File: config.mk
export PLATFORM = sky130hd
export DESIGN_NAME = imucf_front
export DESIGN_NICKNAME = d
export VERILOG_FILES = /design/src/rtl/core/imucf_pkg.sv /design/src/rtl/core/imucf_front.sv
export SDC_FILE = /design/constraint.sdc
export NUM_CORES = 1
export LEC_CHECK = 0
export ABC_AREA = 1
export BUFFER_PORTS_ARGS = -buffer_cell sky130_fd_sc_hd__buf_2
export CAP_MARGIN = 20
export CORE_MARGIN = 5
export CORE_UTILIZATION = 29
export DETAILED_ROUTE_END_ITERATION = 10
export GPL_TIMING_DRIVEN = 0
export PLACE_DENSITY = 0.58
export SKIP_CTS_REPAIR_TIMING = 1
export SYNTH_ARGS = -nofsm -noshare
export SYNTH_HDL_FRONTEND = slang
export SYNTH_SLANG_ARGS = --single-unit
File: constraint.sdc
create_clock -name clk -period 4.7 [get_ports clk]
set_clock_uncertainty 0.1 [all_clocks]
set_input_delay 0.705 -clock clk [delete_from_list [all_inputs] [get_ports clk]]
set_output_delay 0.705 -clock clk [all_outputs]
set_load 0.01 [all_outputs]
File: src/rtl/core/imucf_pkg.sv
`default_nettype none
// ----------------------------------------------------------------------------
// IMU complementary filter package
// Shared widths, constants, register codes and the word types that pass
// between the front end, the queue and the back end.
// ----------------------------------------------------------------------------
package imucf_pkg;

	localparam int CORDIC_STEPS = 16;
	localparam int IT_W = 5;
	localparam int CX_W = 36;
	localparam int CZ_W = 30;

	localparam logic signed [CZ_W-1:0] ANG_90 = 30'sd94371840;
	localparam logic signed [CZ_W-1:0] ATAN_Q20 [24] = '{
		30'sd47185920, 30'sd27855475, 30'sd14718068, 30'sd7471121,
		30'sd3750058, 30'sd1876857, 30'sd938658, 30'sd469357,
		30'sd234682, 30'sd117342, 30'sd58671, 30'sd29335,
		30'sd14668, 30'sd7334, 30'sd3667, 30'sd1833,
		30'sd917, 30'sd458, 30'sd229, 30'sd115,
		30'sd57, 30'sd29, 30'sd14, 30'sd7
	};

	localparam logic signed [17:0] CORDIC_GAIN = 18'sd107922;
	localparam logic signed [23:0] RATE_K = 24'sd7874672;
	localparam logic signed [16:0] ANGLE_LIMIT = 17'sd46080;
	localparam logic signed [15:0] YAW_HALF = 16'sd23040;

	localparam logic [15:0] WEIGHT_RESET = 16'd64225;
	localparam logic [19:0] MAX_STEP_RESET = 20'd100000;

	typedef enum logic [2:0] {
		REG_BIAS_X   = 3'd0,
		REG_BIAS_Y   = 3'd1,
		REG_BIAS_Z   = 3'd2,
		REG_WEIGHT   = 3'd3,
		REG_MAX_STEP = 3'd4
	} cfg_reg_t;

	typedef struct packed {
		logic signed [15:0] bias_x;
		logic signed [15:0] bias_y;
		logic signed [15:0] bias_z;
		logic [15:0]        weight;
		logic [19:0]        max_step;
	} cfg_t;

	typedef struct packed {
		logic               fused;
		logic signed [15:0] ax;
		logic signed [15:0] ay;
		logic signed [15:0] az;
		logic signed [16:0] gx;
		logic signed [16:0] gy;
		logic signed [16:0] gz;
		logic [19:0]        dt;
	} word_t;

endpackage
`default_nettype wire

File: src/rtl/core/imucf_front.sv
`default_nettype none
// ----------------------------------------------------------------------------
// IMU filter front end
// Accepts samples, measures the time step, classifies the sample as fused
// or skipped and removes the gyro offsets.
// ----------------------------------------------------------------------------
module imucf_front (
	input  wire logic               clk,
	input  wire logic               arst_n,
	input  wire logic               in_valid,
	output logic                    in_ready,
	input  wire logic [31:0]        time_us,
	input  wire logic signed [15:0] accel_x,
	input  wire logic signed [15:0] accel_y,
	input  wire logic signed [15:0] accel_z,
	input  wire logic signed [15:0] gyro_x,
	input  wire logic signed [15:0] gyro_y,
	input  wire logic signed [15:0] gyro_z,
	input  wire imucf_pkg::cfg_t    cfg,
	input  wire logic               full,
	output logic                    push,
	output imucf_pkg::word_t        push_word
);

	logic [31:0] last_q;
	logic        valid_q;
	logic [31:0] dt;

	assign in_ready = !full;
	assign push     = in_valid && in_ready;
	assign dt       = time_us - last_q;

	always_comb begin
		push_word.fused = valid_q && (dt != 32'd0) && (dt <= {12'd0, cfg.max_step});
		push_word.ax    = accel_x;
		push_word.ay    = accel_y;
		push_word.az    = accel_z;
		push_word.gx    = 17'(gyro_x) - 17'(cfg.bias_x);
		push_word.gy    = 17'(gyro_y) - 17'(cfg.bias_y);
		push_word.gz    = 17'(gyro_z) - 17'(cfg.bias_z);
		push_word.dt    = dt[19:0];
	end

	always_ff @(posedge clk or negedge arst_n) begin
		if (!arst_n) begin
			last_q  <= 32'd0;
			valid_q <= 1'b0;
		end else if (push) begin
			last_q  <= time_us;
			valid_q <= 1'b1;
		end
	end

endmodule
`default_nettype wire

## Word level (Yosys, flattened, before mapping)

Cells that the tools add are included.

- Output and inout bits: 122
- Logic and storage cells: 12
- Register bits after elaboration: 33

- Reductions and logical operators: 5
- $add $sub $neg: 4
- $lt $le $gt $ge: 1

Operators by type and width:

| operator | number |
|---|---|
| $sub A16 B16 Y17 | 3 |
| $le A32 B20 Y1 | 1 |
| $reduce_bool A32 Y1 | 1 |
| $sub A32 B32 Y32 | 1 |
| $logic_and A1 B1 Y1 | 3 |
| $logic_not A1 Y1 | 1 |

## Logic depth before layout (Yosys ltp)

- Depth after elaboration: 4
- Mapped depth: 26
- Mapped depth without buffers: 26

## Worst setup path after synthesis

Ideal clock, no wire load.

- Path kind: input-to-output
- Start point: input time_us[0]
- End point: output push_word[119] in the netlist's numbering
- Slack: 797 ps
- Arrival time: 3098 ps
- Path buffers: 0
- Cell stages on the path: 22
- Cells stage by stage: inv_1 > ha_1 > inv_1 > fa_1 > nand3_1 > nand2_1 > nand2_1 > nand2_1 > nand3_1 > nand2_1 > xnor2_1 > inv_1 > ha_1 > a21oi_1 > nor2_1 > a211oi_1 > nand2_1 > nand2_1 > nand3_1 > nor2_1 > nand4_1 > nor2_1

RTL lines:

| item | RTL line | RTL |
|---|---|---|
| from (decl) | imucf_front.sv:12 | `input wire logic [31:0] time_us,` |
| to (decl) | imucf_front.sv:22 | `output imucf_pkg::word_t push_word` |

==> Implementation_results.wiki <==
{| class="wikitable"
! Metric !! Value
|-
| Count of routing violations after the opening detailed-route iteration || 378
|-
| Proportion of synthesized flip-flops having asynchronous set or reset || 1.000
|-
| Worst reg-to-reg path cell count || 2
|-
| Top library cells by usage in the layout, fill and taps aside || nand2_1, buf_2, inv_1
|-
| Count of input and output buffers || 273
|-
| Distinct cell type count after synthesis || 39
|-
| Proportion of layout cells with a drive suffix above 1 || 0.2823
|-
| Number of maximum-capacitance violations || 0
|-
| Max-slew headroom || 0.4786
|-
| Number of antenna violations at the first check in global routing || 2
|-
| All-layer global routing usage || 0.1521
|-
| Total number of H-tree levels || 2
|-
| Final slew viol count || 0
|-
| RePlAce Congestion || 0.8936
|-
| Number of iterations in the first detailed-routing pass || 5
|-
| Clock Path Buffers || 2
|-
| Hold path cells || 1
|-
| Placement row count || 55
|-
| Finished layout cell area || 8771 um2
|-
| Post-placement cell area || 8498 um2
|-
| Register-to-Register Setup Slack || 3.82 ns
|-
| Number of hold violations in the final report || 0
|-
| Hold-critical path endpoint || valid_q$_DFFE_PN0P_
|-
| Tmin final || 4.375 ns
|-
| Worst-Skew Late Latency || 0.28 ns
|-
| Hold path start || valid_q$_DFFE_PN0P_
|-
| Largest fanout on the critical path || 4
|-
| Area added between synthesis and finish || 30.13%
|-
| Total via count in the routed design || 7556
|-
| Antenna Nets Post-Route || 0
|-
| Initial Util || 0.2959
|-
| Static power due to leakage || 5.255 nW
|-
| TritonCTS clock tree || built
|-
| Clock Pin Slew Worst Setup and Hold Paths || 0.05 ns
|-
| Most frequent standard cell in the layout excluding fill and tap cells || nand2_1
|-
| Worst Tran Pin Value || 0.7821 ns
|-
| Average cell area after synthesis || 6.116 um2
|-
| Library cell used as clock root buffer || clkbuf_16
|-
| Reg2Reg Launch Point || last_q[1]$_DFFE_PN0P_
|-
| Result of the run || complete, no violations
|-
| Launching element of the worst setup path || time_us[0]
|-
| Crit path cell chain || buf_2 -> inv_1 -> ha_1 -> inv_1 -> fa_2 -> nand3_2 -> nand2_2 -> nand2_1 -> nand2_1 -> nand3_1 -> nand2_2 -> xnor2_2 -> inv_2 -> ha_1 -> a21oi_1 -> nor2_1 -> a211oi_2 -> nand2_1 -> nand2_2 -> nand3_1 -> nor2_1 -> nand4_1 -> nor2_1 -> buf_2
|-
| Antenna diode count || 0
|-
| Hold Crit Class || register to register
|-
| Worst VDD drop || 0.1859 mV
|-
| Vias in the first global route || 7172
|-
| Setup Viol. Count Final || 0
|-
| FF-to-FF End || last_q[1]$_DFFE_PN0P_
|-
| Inserted Clock Buffers || 5
|-
| Pin count of the biggest net entering global routing || 34
|-
| Ratio of routed vias to standard cells || 4.450
|-
| Data arrival at the endpoint of the critical path || 3.57 ns
|-
| Final Net Count || 1703
|-
| Total Power || 0.002211 W
|-
| Required time at the worst-slack endpoint || 3.89 ns
|-
| YS warnings || 0
|-
| Post-synthesis instance area || 6740 um2
|-
| WL per Instance || 12.67 um
|-
| Flip-flop and latch count after synthesis || 33
|-
| Post-synthesis sequential area ratio || 0.1225
|-
| Die Span Y || 162.5 um
|-
| Total power divided by cell area || 252.1 nW/um2
|-
| Remaining routing DRC violations || 0
|-
| Chip width || 162.5 um
|-
| Die area || 26390 um2
|-
| CP endpoint kind || primary output
|-
| Main synth FF type || dfrtp_1
|-
| Remaining global-route overflow || 0
|-
| Crit share post-route || 0.9309
|-
| Clock sink count || 33
|-
| Wirelength, routed || 21510 um
|-
| Core area || 22780 um2
|-
| Wire length of the first global-routing pass || 33710 um
|-
| Post-synth net total || 1421
|-
| Number of enable flip-flop cells after synthesis || 0
|-
| Maximum single-stage delay on the critical path || 0.44 ns
|-
| Highest-delay cell along the critical path || fa_2
|-
| Top-level port count || 338
|-
| Startpoint type of the worst setup path || input port
|-
| Unrepaired setup endpoints after global routing || no
|-
| Final HPWL DP || 19470 um
|-
| Fmax achieved || 0.2286 GHz
|-
| CP Class || input port to primary output
|-
| Instance count of the mapped netlist || 1102
|}
[power breakdown]
group | switching (W) | leakage [nW] | internal [W]
clock | 0.000124 | 0.0841 | 0.000265
combinational | 0.000904 | 4.77 | 0.000590
sequential | 0.00000938 | 0.402 | 0.000319
total | 0.00104 | 5.26 | 0.00117
[through the flow]
step | util | hold slack (ns) | setup WS (ns) | setup TNS [ns] | std cells
after floorplan | - | 0.3094 | 0.7968 | 0 | 1102
after global placement | 0.3731 | 0.3538 | -0.05347 | -0.05347 | 1688
after detailed placement | 0.3731 | 0.3639 | -0.07483 | -0.07483 | 1688
after CTS | 0.3807 | 0.3773 | -0.09198 | -0.09198 | 1696
after global routing | 0.3851 | 0.3956 | 0.0008917 | 0 | 1698
final | 0.3851 | 0.3742 | 0.3250 | 0 | 1698
[state kept, by name, summed over array words and instances (netlist names)]
| register | flops |
|---|---|
| last_q | 32 |
| valid_q | 1 |
[cell usage after synthesis, types with 7 or more instances]
library cell,instances,area share
o21ai_0,55,0.041
buf_4,48,0.053
xor2_1,30,0.039
nand2_2,11,0.010
xnor2_1,17,0.022
a21oi_1,82,0.061
nand3b_1,7,0.0078
dfrtp_1,33,0.12
nand2_1,282,0.16
nand4_1,15,0.014
nor2_1,64,0.036
inv_1,233,0.13
o21ai_2,7,0.0091
nor3_1,11,0.0082
nand3_1,45,0.033
a21oi_2,7,0.0091
ha_1,99,0.18
[layer usage]
layer | track usage | wire [um] | vias up
met4 | 0.04037 | 482 | 4
li1 | - | - | 3989
met5 | 0 | 27 | -
met2 | 0.2762 | 10280 | 235
met3 | 0.02835 | 1596 | 31
met1 | 0.1837 | 9128 | 3297
[worst max-delay path by stage]
| stage | end | slack [ns] | cells after the start |
|---|---|---|---|
| finish | push_word[119] | 0.32 | 24 |
| detailed placement | push_word[119] | -0.07 | 24 |
| global placement | push_word[119] | -0.05 | 24 |
| global route | push_word[119] | 0.0009 | 22 |
| CTS | push_word[119] | -0.09 | 24 |
| floorplan | push_word[119] | 0.80 | 22 |
[cells by family (layout without fill, tap and decap cells)]
logic type | Yosys count | after routing | share of synthesized area
AND/OR/NAND/NOR | 446 | 446 | 0.2783
buffers and inverters | 293 | 576 | 0.1910
AO/OA/AOI/OAI | 180 | 180 | 0.1515
adder cells (fa/ha/maj) | 103 | 103 | 0.1957
XOR/XNOR | 47 | 47 | 0.06107
flip-flops | 33 | 33 | 0.1225
[worst max-delay path: cells and delay by family]
kind                       cells  cell delay [ns]
and+or+nand+nor               13             1.10
adders and majority gates      3             0.76
buffers and inverters          5             0.47
AOI/OAI and AO/OA              2             0.26
xor gates and xnor gates       1             0.23
[final cells by class]
cell class	count	area, um2
Fill cell	2506	14010
Sequential cell	33	825.8
Tap cell	313	391.6
Clock buffer	7	142.6
Clock inverter	1	30.03
Multi-Input combinational cell	776	4712
Timing Repair Buffer	275	1381
Inverter	238	893.4
Buffer	55	394.1
No activity file was read; power rests on OpenSTA's default activity.
