File: src/rtl/core/imucf_pkg.sv
`default_nettype none
// ----------------------------------------------------------------------------
// IMU complementary filter package
// Shared widths, constants, register codes and the word types that pass
// between the front end, the queue and the back end.
// ----------------------------------------------------------------------------
package imucf_pkg;

	localparam int CORDIC_STEPS = 16;
	localparam int IT_W = 5;
	localparam int CX_W = 36;
	localparam int CZ_W = 30;

	localparam logic signed [CZ_W-1:0] ANG_90 = 30'sd94371840;
	localparam logic signed [CZ_W-1:0] ATAN_Q20 [24] = '{
		30'sd47185920, 30'sd27855475, 30'sd14718068, 30'sd7471121,
		30'sd3750058, 30'sd1876857, 30'sd938658, 30'sd469357,
		30'sd234682, 30'sd117342, 30'sd58671, 30'sd29335,
		30'sd14668, 30'sd7334, 30'sd3667, 30'sd1833,
		30'sd917, 30'sd458, 30'sd229, 30'sd115,
		30'sd57, 30'sd29, 30'sd14, 30'sd7
	};

	localparam logic signed [17:0] CORDIC_GAIN = 18'sd107922;
	localparam logic signed [23:0] RATE_K = 24'sd7874672;
	localparam logic signed [16:0] ANGLE_LIMIT = 17'sd46080;
	localparam logic signed [15:0] YAW_HALF = 16'sd23040;

	localparam logic [15:0] WEIGHT_RESET = 16'd64225;
	localparam logic [19:0] MAX_STEP_RESET = 20'd100000;

	typedef enum logic [2:0] {
		REG_BIAS_X   = 3'd0,
		REG_BIAS_Y   = 3'd1,
		REG_BIAS_Z   = 3'd2,
		REG_WEIGHT   = 3'd3,
		REG_MAX_STEP = 3'd4
	} cfg_reg_t;

	typedef struct packed {
		logic signed [15:0] bias_x;
		logic signed [15:0] bias_y;
		logic signed [15:0] bias_z;
		logic [15:0]        weight;
		logic [19:0]        max_step;
	} cfg_t;

	typedef struct packed {
		logic               fused;
		logic signed [15:0] ax;
		logic signed [15:0] ay;
		logic signed [15:0] az;
		logic signed [16:0] gx;
		logic signed [16:0] gy;
		logic signed [16:0] gz;
		logic [19:0]        dt;
	} word_t;

endpackage
`default_nettype wire

File: src/rtl/core/imucf_fifo.sv
`default_nettype none
// ----------------------------------------------------------------------------
// IMU filter word queue
// Two-entry queue between the front end and the back end.
// ----------------------------------------------------------------------------
module imucf_fifo (
	input  wire logic             clk,
	input  wire logic             arst_n,
	input  wire logic             push,
	input  wire imucf_pkg::word_t push_word,
	output logic                  full,
	input  wire logic             pop,
	output imucf_pkg::word_t      pop_word,
	output logic                  empty
);

	imucf_pkg::word_t mem_q [2];
	logic       wr_q;
	logic       rd_q;
	logic [1:0] count_q;

	assign full     = (count_q == 2'd2);
	assign empty    = (count_q == 2'd0);
	assign pop_word = mem_q[rd_q];

	always_ff @(posedge clk) begin
		if (push) begin
			mem_q[wr_q] <= push_word;
		end
	end

	always_ff @(posedge clk or negedge arst_n) begin
		if (!arst_n) begin
			wr_q    <= 1'b0;
			rd_q    <= 1'b0;
			count_q <= 2'd0;
		end else begin
			if (push) begin
				wr_q <= !wr_q;
			end
			if (pop) begin
				rd_q <= !rd_q;
			end
			count_q <= count_q + {1'b0, push} - {1'b0, pop};
		end
	end

	a_no_overflow: assert property (@(posedge clk) disable iff (!arst_n) push |-> !full)
		else $error("push into full queue");
	a_no_underflow: assert property (@(posedge clk) disable iff (!arst_n) pop |-> !empty)
		else $error("pop from empty queue");
	a_count_range: assert property (@(posedge clk) disable iff (!arst_n) count_q != 2'd3)
		else $error("queue count out of range");

endmodule
`default_nettype wire

File: config.mk
export PLATFORM = sky130hd
export DESIGN_NAME = imucf_fifo
export DESIGN_NICKNAME = d
export VERILOG_FILES = /design/src/rtl/core/imucf_pkg.sv /design/src/rtl/core/imucf_fifo.sv
export SDC_FILE = /design/constraint.sdc
export NUM_CORES = 1
export LEC_CHECK = 0
export BUFFER_PORTS_ARGS = -buffer_cell sky130_fd_sc_hd__buf_2
export CORE_ASPECT_RATIO = 0.75
export CORE_UTILIZATION = 40
export CTS_CLUSTER_DIAMETER = 30
export DETAILED_ROUTE_END_ITERATION = 6
export GPL_TIMING_DRIVEN = 1
export PLACE_DENSITY = 0.74
export SYNTH_ARGS = -nofsm -noshare
export SYNTH_HDL_FRONTEND = slang
export SYNTH_SLANG_ARGS = --single-unit
File: constraint.sdc
create_clock -name clk -period 8.7 [get_ports clk]
set_input_delay 0 -clock clk [delete_from_list [all_inputs] [get_ports clk]]
set_output_delay 0 -clock clk [all_outputs]
set_load 0.03 [all_outputs]
* Yosys cells after proc, flatten, opt, wreduce, memory -nomap -nowiden
Memory sizes are Yosys's and may differ from the RTL's.
Index checks and enable logic that the tools add are counted.
** Storage, ports and cells
- Memory bits (writable) :: 240
- Logic and storage cells :: 12
- Bits in registers :: 4
- Memories :: 1
- Input port bits :: 124
** Cells by class
- Reductions and logical operators :: 3
- Eq/ne operators :: 1
- $add $sub $neg :: 2
- Mux-type cells :: 2
** Memory list
- mem_q :: words 2, width 120, read ports 1, clocked after Yosys merged registers in 0, wr ports 1, line imucf_fifo.sv:17 : imucf_pkg::word_t mem_q [2];
** Operator list (number)
- $add 2x1->2 :: 1
- $eq 2x2->1 const B :: 1
- $logic_not 1->1 :: 2
- $logic_not 2->1 :: 1
- $mux 1 :: 2
- $sub 2x1->2 :: 1

* Longest topological paths before layout
Gate-level depths: netlist of run 1.
- Depth after elaboration :: 2
- Mapped depth :: 5

* Worst setup path before layout of run 1
No wires, ideal clock.
- Path kind :: flip-flop to flip-flop
- Start point :: register wr_q
- End point :: memory mem_q[0][0] in the netlist's numbering, enable pin
- Path buffers :: 0
- Setup slack :: 2.378 ns
- Library setup time :: 0.615 ns
- Stages on the path, launching flop included :: 2
- Data required time :: 8.085 ns
- Arrival :: 5.707 ns
- Cells stage by stage :: dfrtp_1 -> nor2b_1
** RTL lines
- from (decl) :: line imucf_fifo.sv:18 : logic wr_q;
- from (signal assigned) :: line imucf_fifo.sv:39 : wr_q <= !wr_q;
- to (decl) :: line imucf_fifo.sv:17
No word-level cell before the write port.

==> results of run 1 <==
-- logic make-up (layout without fill, tap and decap cells) --
logic type	Yosys count	in the layout
DFF	244	244
other	0	1
muxes	120	120
and+or+nand+nor	4	4
xor gates and xnor gates	3	3
adders and majority gates	2	2
buffers and inverters	15	451
-- routing by layer --
| layer | vias to the layer above | global-route usage | part of all wire | wire length (um) |
|---|---|---|---|---|
| met5 | - | 0 | 0 | 0 |
| met4 | 0 | 0.0640 | 0.020 | 384 |
| met3 | 36 | 0.0506 | 0.076 | 1440 |
| met2 | 228 | 0.281 | 0.50 | 9500 |
| met1 | 2546 | 0.200 | 0.40 | 7640 |
| li1 | 2369 | - | - | - |
-- power by group --
part / switching, mW / internal (mW)
registers: 0.0801 / 1.57
logic: 0.907 / 0.494
clock network: 0.535 / 1.04
total: 1.52 / 3.10
-- state kept, by name, indices dropped and copies added, names as in the netlist --
signal / count
mem_q: 240
wr_q: 1
count_q: 2
rd_q: 1
-- worst paths after layout --
| kind | slack (ns) | from | end |
|---|---|---|---|
| setup reg to reg | 6.30 | wr_q | mem_q[1][105] |
| min in group asynchronous | 0.41 | arst_n | rd_q |
| max in group asynchronous | 8.10 | arst_n | rd_q |
| hold reg to reg | 0.55 | wr_q | wr_q |
| hold / removal | 0.21 | push_word[5] | mem_q[1][5] |
| setup / recovery | 5.79 | rd_q | pop_word[69] |
-- layout make-up --
class	instances	area (sq um)	area share
flip-flops and latches	244	7310	0.562
repair buffers	373	2500	0.192
multi-input cells	129	1450	0.111
clock buffers	47	1070	0.0822
well taps	288	360	0.0277
clock inverters	29	317	0.0243
inverters	2	7.51	0.000577
diodes	1	2.50	0.000192
-- Yosys cell counts --
library cell / number / area share
xor2_1: 2 / 0.0020
inv_1: 2 / 0.00085
buf_4: 1 / 0.00085
dfrtp_1: 4 / 0.011
mux2_2: 120 / 0.15
xor3_1: 1 / 0.0027
nor2b_1: 2 / 0.0014
nor2_1: 1 / 0.00042
ha_1: 2 / 0.0028
edfxtp_1: 240 / 0.81
buf_6: 9 / 0.011
and2_1: 1 / 0.00071
buf_2: 3 / 0.0017
-- per-stage QoR --
step           hold WS [ns]  total power [mW]
2_1_floorplan        -0.296              2.71
5_1_grt               0.197              4.81
6_report              0.212              4.62
3_3_place_gp         -0.181              2.99
4_1_cts               0.180              4.67
3_5_place_dp         -0.179              3.02
-- repair_timing --
| action | 4_1_cts | 5_1_grt |
|---|---|---|
| endpoints found under the hold margin | 248 | 0 |
| buffers inserted | 0 | 0 |
| hold buffers | 124 | 0 |
==> summary.md, run 1 <==
| Metric | Value |
|---|---|
| Crit path max-delay family | `buffers and inverters` |
| Critical-path cell list | `buf_4 > mux2_2 > buf_2` |
| Total congestion overflow | `0` |
| Largest net degree at the start of global routing | `92` |
| Endpoint class of the critical path | `primary output` |
| RSZ-0062 raised after global routing | `false` |
| Final ANT Viol Nets | `0` |
| Peak supply drop | `0.000290 V` |
| Fmax | `about 0.34 GHz` |
| Crit path required time | `between 8 and 9 ns` |
| Initial Utilization | `0.414` |
| Commonest non-fill, non-tap cell in the layout | `buf_2` |
| First-iteration detailed-routing DRC count | `roughly 250` |
| First-pass DRT Iterations | `4` |
| First-pass GRT wire length | `28800 um` |
| Initial antenna violation count | `0` |
| Crit start category | `register` |
| Clock transition at path regs | `around 0.050 ns` |
| Layout cell share with drive strength beyond 1 | `0.529` |
| HPWL Detailed | `11100 um` |
| Worst r2r path cells | `2` |
| DRC viols | `0` |
| Pwr/cell area | `355 mW/mm^2` |
| Syn_area_per_cell | `around 23 sq um` |
| NumNets Final | `around 920` |
| Worst Setup Path Type | `reg -> out` |
| Tightest Pin Transition | `around 1.2 ns` |
| Leakage | `roughly 5 nW` |
| Clk buf depth | `3` |
| XOR/XNOR Fraction of Synth Area | `0.00465` |
| FILL cells | `around 1500` |
| Via/cell ratio | `4.65` |
| Final Cycle Share | `0.335` |
| Core Box Area | `between 0.02 and 0.025 sq mm` |
| Die ar. | `0.0228 sq mm` |
| Compound-cell area share of the yosys netlist | `0` |
| Fin worst setup slack | `between 5 and 6 ns` |
| Buf/Inv on CP | `2` |
| Inst Count DP | `912` |
| Status | `completed` |
| Die X | `174 um` |
| H-tree levels | `2` |
| Final setup fails | `0` |
| Clock Sink Count | `~240` |
| Total Neg Setup Slack | `0 ns` |
| Hold WC Path Type | `in -> reg` |
| I/O pin total | `about 250` |
| Final Max Tran Viols | `0` |
| Post-Synthesis Cells | `388` |
| WHS Path Cells | `2` |
| Mapped cell area | `about 0.0089 sq mm` |
| Worst-skew pair later-pin latency | `approximately 0.51 ns` |
| CTS tree | `done` |
| RD Place Congestion | `around 0.77` |
| Wire per inst | `17.0 um` |
| Seq/Total Area, Yosys | `0.823` |
| Area grow syn2layout | `46.6%` |
| Synthesis-stage register bit count | `between 200 and 250` |
| Commonest non-fill, non-tap cells in the layout | `245 x buf_2, 240 x edfxtp_1, 124 x dlygate4sd3_1` |
| Fin crit period | `2.91 ns` |
| Yosys warnings | `0` |
| Post-CTS sizing | `0` |
| Slowest CP cell | `buf_4` |
| Synth cell types | `13` |
| Slew headroom | `0.190` |
| Critical path data arrival time | `2.91 ns` |
| Clk_skew | `around 0.012 ns` |
| Final WL | `19000 um` |
| Via count | `5179` |
| Post-Synth Adder-Cell Area | `0.00282` |
| Mux contribution to synthesized area | `0.152` |
| Vias in the first global route | `between 5000 and 6000` |
| Final Instance Area | `~0.013 sq mm` |
| Syn_nets | `514` |
| Worst slack, placed | `roughly 6.2 ns` |
| Root Buffer | `clkbuf_16` |
| Placed instance area | `between 0.01 and 0.015 sq mm` |
| MaxCap Viol Count | `0` |
| WP depth | `3` |
| Die Y | `131 um` |
| # port buffers | `around 250` |
| Simple-Gate Fraction of Synth Area | `0.00254` |
| Total GRT Usage | `0.165` |
| Finished Core Util | `0.606` |
| Largest family of logic cells by synthesized area | `multiplexers` |
| Crit Path Max Fanout | `a little over 90` |
| Hold Vio Cnt, Final | `0` |
| Final std cells w/o fill | `approximately 1100` |
| Row count | `46` |
| TritonCTS buffer count | `42` |
| CP peak stage delay | `0.97 ns` |
(Power assumes the default switching activity.)
==> run 2: changes to the inputs <==
--- a/config.mk
+++ b/config.mk
@@ -11,7 +11,7 @@
 export CTS_CLUSTER_DIAMETER = 30
 export DETAILED_ROUTE_END_ITERATION = 6
 export GPL_TIMING_DRIVEN = 1
-export PLACE_DENSITY = 0.74
+export PLACE_DENSITY = 0.76
 export SYNTH_ARGS = -nofsm -noshare
 export SYNTH_HDL_FRONTEND = slang
 export SYNTH_SLANG_ARGS = --single-unit
==> constraint.sdc (replaced) <==
create_clock -name clk -period 2.4 [get_ports clk]
set_input_delay 0 -clock clk [delete_from_list [all_inputs] [get_ports clk]]
set_output_delay 0 -clock clk [all_outputs]
set_load 0.03 [all_outputs]
==> run 2 against run 1 <==
Clock skew down 0.0020 ns. Clock-buffer cell count decreased by 6. Sequential share of layout area grew 0.17 points. Register-to-register slack got worse by 5.5 ns. Core utilization shrank 0.18 points. Global-route usage decreased by 0.21 points. Routed wire length grew 1.1%. Critical path type unchanged. Critical endpoint is now pop_word[39].
==> summary.md, run 2 (synthesized netlist as in run 1, its figures left out) <==
| Metric | Value |
|---|---|
| Total Neg Setup Slack | `0 ns (unchanged)` |
| Final Cycle Share | `0.886` |
| Crit start category | `register` |
| Root Buffer | `clkbuf_16` |
| Pwr/cell area | `1270 mW/mm^2 (+260%)` |
| Post-CTS sizing | `0 (unchanged)` |
| Die X | `174 um (unchanged)` |
| Clk pwr share | `0.328 (-0.012)` |
| Total GRT Usage | `0.163 (-0.00206)` |
| Fin Hold WS | `0.231 ns (+0.0193 ns)` |
| Logic pwr share | `0.317 (+0.014)` |
| Row count | `46 (unchanged)` |
| Fin worst setup slack | `0.273 ns (-5.51 ns)` |
| Commonest non-fill, non-tap cells in the layout | `245 x buf_2, 240 x edfxtp_1, 124 x dlygate4sd3_1` |
| Commonest non-fill, non-tap cell in the layout | `buf_2` |
| DRC viols | `0 (unchanged)` |
| Endpoint class of the critical path | `primary output` |
| Worst slack, placed | `0.814 ns (-5.43 ns)` |
| Final WL | `19200 um (+1.1%)` |
| Clk_skew | `0.00995 ns (-0.00202 ns)` |
| Pint | `11.1 mW (+260%)` |
| Met3 track demand over resource | `0.0434 (-0.00723)` |
| Largest net degree at the start of global routing | `122 (+33%)` |
| I/O pin total | `246 (unchanged)` |
| Via/cell ratio | `4.69 (+0.69%)` |
| Net Sw Power | `5.45 mW (+260%)` |
| Tightest Pin Transition | `0.714 ns (-0.502 ns)` |
| Inst Count DP | `913 (+0.11%)` |
| Fin crit period | `about 2.1 ns` |
| Critical-path cell list | `buf_12 > mux2_2 > buf_2` |
| Final ANT Viol Nets | `0 (unchanged)` |
| Crit path max-delay family | `buffers and inverters` |
| First-pass GRT wire length | `28600 um (-0.60%)` |
| Crit Path Max Fanout | `121 (+33%)` |
| Clock transition at path regs | `0.05 ns (about the same)` |
| Die ar. | `0.0228 sq mm (unchanged)` |
| MaxCap Viol Count | `0 (unchanged)` |
| Initial Utilization | `0.414 (unchanged)` |
| Wire per inst | `17.3 um (+1.7%)` |
| Crit path required time | `2.40 ns (-6.30 ns)` |
| Critical path data arrival time | `2.13 ns (-0.78 ns)` |
| # port buffers | `245 (unchanged)` |
| Biggest register | `mem_q` |
| Die Y | `131 um (unchanged)` |
| CTS tree | `done` |
| Core Box Area | `0.0215 sq mm (unchanged)` |
| HPWL Detailed | `11000 um (-0.97%)` |
| Hold buffers post-CTS | `124 (unchanged)` |
| Buf/Inv on CP | `2 (unchanged)` |
| Fmax | `between 0.4 and 0.5 GHz` |
| Placed instance area | `0.0104 sq mm (+0.55%)` |
| Max FFs per register | `240 (unchanged)` |
| Final std cells w/o fill | `1106 (-0.63%)` |
| NumNets Final | `915 (-0.33%)` |
| CP peak stage delay | `0.46 ns (-0.51 ns)` |
| Met2 usage | `0.301 (+0.0198)` |
| GR Layer Usage met1 | `0.186 (-0.0140)` |
| Hold Vio Cnt, Final | `0 (unchanged)` |
| H-tree levels | `2 (unchanged)` |
| ANT cells | `0 (-1)` |
| Biggest regs | `mem_q: 240 flops, count_q: 2 flops` |
| Design Power | `16.5 mW (+260%)` |
| Hold WC Path Type | `in -> reg` |
| Slowest CP cell | `buf_12` |
| Clock Sink Count | `244 (unchanged)` |
| Most crowded layer after global routing | `met2` |
| Final setup fails | `0 (unchanged)` |
| Total congestion overflow | `0 (unchanged)` |
| Finished Core Util | `0.604 (-0.00181)` |
| Layout cell share with drive strength beyond 1 | `0.533 (+0.00388)` |
| First-pass DRT Iterations | `4 (unchanged)` |
| Area grow syn2layout | `46.2%` |
| Sw frac | `0.330 (+0.000561)` |
| RSZ-0062 raised after global routing | `false` |
| First-iteration detailed-routing DRC count | `285 (+13%)` |
| Via count | `5182 (+0.058%)` |
| TritonCTS buffer count | `38 (-9.5%)` |
| Worst Setup Path Type | `reg -> out` |
| Peak supply drop | `0.00111 V (+280%)` |
| Status | `completed` |
| Initial antenna violation count | `0 (unchanged)` |
| Sequential power share | `0.355 (about the same)` |
| Setup bufs post-CTS | `0 (unchanged)` |
| Clk buf depth | `3 (unchanged)` |
| Leakage | `5.00 nW (-0.21%)` |
| Final Instance Area | `0.0130 sq mm (-0.30%)` |
| FILL cells | `1473 (-4.4%)` |
| Slew headroom | `0.524 (+0.335)` |
| Vias in the first global route | `5517 (-0.33%)` |
| Worst-skew pair later-pin latency | `0.49 ns (-0.02 ns)` |
| RD Place Congestion | `0.790 (+2.6%)` |
| Final Max Tran Viols | `0 (unchanged)` |
run 2: final cells by class:
| class | instances | area, sq um | share of cell area |
|---|---|---|---|
| clock buffers | 41 | 993 | 0.0766 |
| clock inverters | 28 | 299 | 0.0230 |
| repair buffers | 374 | 2550 | 0.197 |
| well taps | 288 | 360 | 0.0278 |
| flip-flops and latches | 244 | 7310 | 0.563 |
| inverters | 2 | 7.51 | 0.000579 |
| multi-input cells | 129 | 1450 | 0.112 |
run 2: worst reg2reg max path, delay by kind of cell (launching register included):
| family | cells | cell delay (ns) |
|---|---|---|
| buffers and inverters | 1 | 0.31 |
| DFF | 1 | 0.42 |
| and+or+nand+nor | 1 | 0.46 |
run 2: path summary, 6_finish.rpt:
path / cells past startpoint / slack, ns / start / endpoint
max: 3 / 0.27 / rd_q / pop_word[39]
min: 2 / 0.23 / push_word[117] / mem_q[1][117]
max reg2reg: 2 / 0.80 / wr_q / mem_q[1][66]
min reg2reg: 1 / 0.55 / wr_q / wr_q
max in group asynchronous: 3 / 1.74 / arst_n / rd_q
min in group asynchronous: 3 / 0.46 / arst_n / count_q[0]
run 2: routing by layer:
layer,share of wire,up-vias
met5,0,-
met1,0.39,2574
met4,0.017,0
met2,0.53,209
met3,0.062,35
li1,-,2364
run 2: power by group through the flow:
stage	combinational [mW]	sequential [mW]	clock [mW]
CTS	5.23	5.87	5.53
detailed placement	5.04	5.95	0
finish	5.23	5.87	5.42
global placement	4.96	5.89	0
floorplan	3.82	5.90	0
global route	5.49	5.93	5.74
==> run 3: changes to the inputs <==
--- a/config.mk
+++ b/config.mk
@@ -11,7 +11,7 @@
 export CTS_CLUSTER_DIAMETER = 30
 export DETAILED_ROUTE_END_ITERATION = 6
 export GPL_TIMING_DRIVEN = 1
-export PLACE_DENSITY = 0.76
+export PLACE_DENSITY = 0.74
 export SYNTH_ARGS = -nofsm -noshare
 export SYNTH_HDL_FRONTEND = slang
 export SYNTH_SLANG_ARGS = --single-unit
==> constraint.sdc (replaced) <==
create_clock -name clk -period 2.55 [get_ports clk]
set_input_delay 0 -clock clk [delete_from_list [all_inputs] [get_ports clk]]
set_output_delay 0 -clock clk [all_outputs]
set_load 0.03 [all_outputs]
==> run 3 against run 2 <==
Non-clock buffer count grew 2. Hold slack lost 0.0081 ns. First-iteration DRC count is 6.0% higher. Combinational power is 8.0% lower. Total power fell by 6.0%. Critical endpoint is now pop_word[114]. Highest routed layer unchanged.
==> summary.md, run 3 (synthesized netlist as in run 1, its figures left out) <==
| Metric | Value |
|---|---|
| Final WL | `19200 um (+0.11%)` |
| Slew headroom | `0.508 (-0.0167)` |
| Crit start category | `register` |
| Final Cycle Share | `0.916` |
| Hold Vio Cnt, Final | `0 (unchanged)` |
| Buf/Inv on CP | `2 (unchanged)` |
| I/O pin total | `246 (unchanged)` |
| Area grow syn2layout | `46.2% (about the same)` |
| Final setup fails | `0 (unchanged)` |
| FILL cells | `1554 (+5.5%)` |
| Crit path required time | `2.55 ns (+0.15 ns)` |
| HPWL Detailed | `11300 um (+3.1%)` |
| Commonest non-fill, non-tap cells in the layout | `245 x buf_2, 240 x edfxtp_1, 124 x dlygate4sd3_1` |
| Vias in the first global route | `5583 (+1.2%)` |
| Design Power | `15.5 mW (-6.0%)` |
| Total GRT Usage | `0.165 (+0.00167)` |
| Via/cell ratio | `4.62 (-1.5%)` |
| Max FFs per register | `240 (unchanged)` |
| Total congestion overflow | `0 (unchanged)` |
| Post-CTS sizing | `0 (unchanged)` |
| TritonCTS buffer count | `40 (+5.3%)` |
| CP peak stage delay | `0.81 ns (+0.35 ns)` |
| Biggest register | `mem_q` |
| First-pass GRT wire length | `29000 um (+1.3%)` |
| Clk_skew | `0.00715 ns (-0.00280 ns)` |
| Crit Path Max Fanout | `44 (-64%)` |
| Fin worst setup slack | `0.214 ns (-0.0590 ns)` |
| Status | `completed` |
| Clock transition at path regs | `0.05 ns (about the same)` |
| Largest net degree at the start of global routing | `69 (-43%)` |
| RD Place Congestion | `0.809 (+2.4%)` |
| Root Buffer | `clkbuf_16` |
| Peak supply drop | `0.000977 V (-12%)` |
| Layout cell share with drive strength beyond 1 | `0.530 (-0.00317)` |
| Fin Hold WS | `0.223 ns (-0.00813 ns)` |
| Placed instance area | `0.0105 sq mm (+0.14%)` |
| First-pass DRT Iterations | `6 (+2)` |
| Worst-skew pair later-pin latency | `0.49 ns (about the same)` |
| Endpoint class of the critical path | `primary output` |
| Initial antenna violation count | `0 (unchanged)` |
| Clk buf depth | `3 (unchanged)` |
| Row count | `46 (unchanged)` |
| Critical path data arrival time | `2.34 ns (+0.21 ns)` |
| DRC viols | `0 (unchanged)` |
| Core Box Area | `0.0215 sq mm (unchanged)` |
| Die ar. | `0.0228 sq mm (unchanged)` |
| Worst Setup Path Type | `reg -> out` |
| # port buffers | `245 (unchanged)` |
| Clock Sink Count | `244 (unchanged)` |
| Hold WC Path Type | `in -> reg` |
| Final Instance Area | `0.0130 sq mm (about the same)` |
| Final Max Tran Viols | `0 (unchanged)` |
| Critical-path cell list | `buf_4 > mux2_2 > buf_2` |
| Tightest Pin Transition | `0.739 ns (+0.0250 ns)` |
| Pwr/cell area | `1200 mW/mm^2 (-6.1%)` |
| Crit path max-delay family | `flip-flops` |
| Biggest regs | `mem_q: 240 flops, count_q: 2 flops` |
| Die Y | `131 um (unchanged)` |
| Initial Utilization | `0.414 (unchanged)` |
| Commonest non-fill, non-tap cell in the layout | `buf_2` |
| First-iteration detailed-routing DRC count | `302 (+6.0%)` |
| RSZ-0062 raised after global routing | `false` |
| NumNets Final | `919 (+0.44%)` |
| MaxCap Viol Count | `0 (unchanged)` |
| CTS tree | `done` |
| Fmax | `between 0.4 and 0.5 GHz` |
| Via count | `5120 (-1.2%)` |
| Die X | `174 um (unchanged)` |
| Leakage | `4.99 nW (-0.12%)` |
| Worst slack, placed | `0.692 ns (-0.122 ns)` |
| Fin crit period | `roughly 2.3 ns` |
| Final ANT Viol Nets | `0 (unchanged)` |
| ANT cells | `0 (unchanged)` |
| Slowest CP cell | `dfrtp_4` |
| Wire per inst | `17.3 um (-0.16%)` |
| H-tree levels | `2 (unchanged)` |
[run 3: cell types whose count changed in the layout (fill, tap and decap cells not counted), sizes merged]
cell / change
bufinv: -1
inv: -3
buf: +2
clkbuf: +3
clkinvlp: +2
[run 3: cell type report]
cell class              instances  area (sq um)  area share
flip-flops and latches        244          7310       0.563
repair buffers                376          2570       0.198
multi-input cells             129          1450       0.112
well taps                     288           360      0.0278
clock buffers                  44          1040      0.0799
inverters                       2          7.51    0.000578
clock inverters                26           246      0.0190
[run 3: routing by layer]
metal	up-vias	share of wire	GRT usage
met5	-	0	0
met4	0	0.014	0.0542
met3	29	0.068	0.0498
met2	222	0.52	0.298
met1	2491	0.40	0.190
li1	2378	-	-
[run 3: worst paths after layout]
check | cells after the start | slack [ns] | start | end
worst max-delay path | 3 | 0.21 | rd_q | pop_word[114]
worst min-delay path | 2 | 0.22 | push_word[6] | mem_q[1][6]
worst max register to register | 2 | 0.96 | wr_q | mem_q[0][84]
worst min register to register | 1 | 0.55 | wr_q | wr_q
max in group asynchronous | 3 | 1.95 | arst_n | rd_q
min in group asynchronous | 3 | 0.41 | arst_n | rd_q
[run 3: repair_timing]
action,CTS,global route
hold buffers,124,0
buffers inserted,0,0
hold endpoints to repair,248,0
[run 3: worst register-to-register path: cells and delay by family, from the launching register on]
kind	cells	cell delay, ns
AND/OR/NAND/NOR	1	0.16
flip-flops	1	0.42
buffers and inverters	1	0.59
[run 3: stage by stage]
| step | instances | util | TNS, ns |
|---|---|---|---|
| 3_5_place_dp | 915 | 0.487 | 0 |
| 2_1_floorplan | 388 | - | -9.32 |
| 5_1_grt | 1109 | 0.605 | 0 |
| 3_3_place_gp | 915 | 0.487 | 0 |
| 4_1_cts | 1109 | 0.605 | 0 |
| 6_report | 1109 | 0.605 | 0 |
[run 3: power by group]
| group | switching [mW] | internal [mW] |
|---|---|---|
| registers | 0.330 | 5.33 |
| logic | 3.05 | 1.75 |
| clock network | 1.74 | 3.32 |
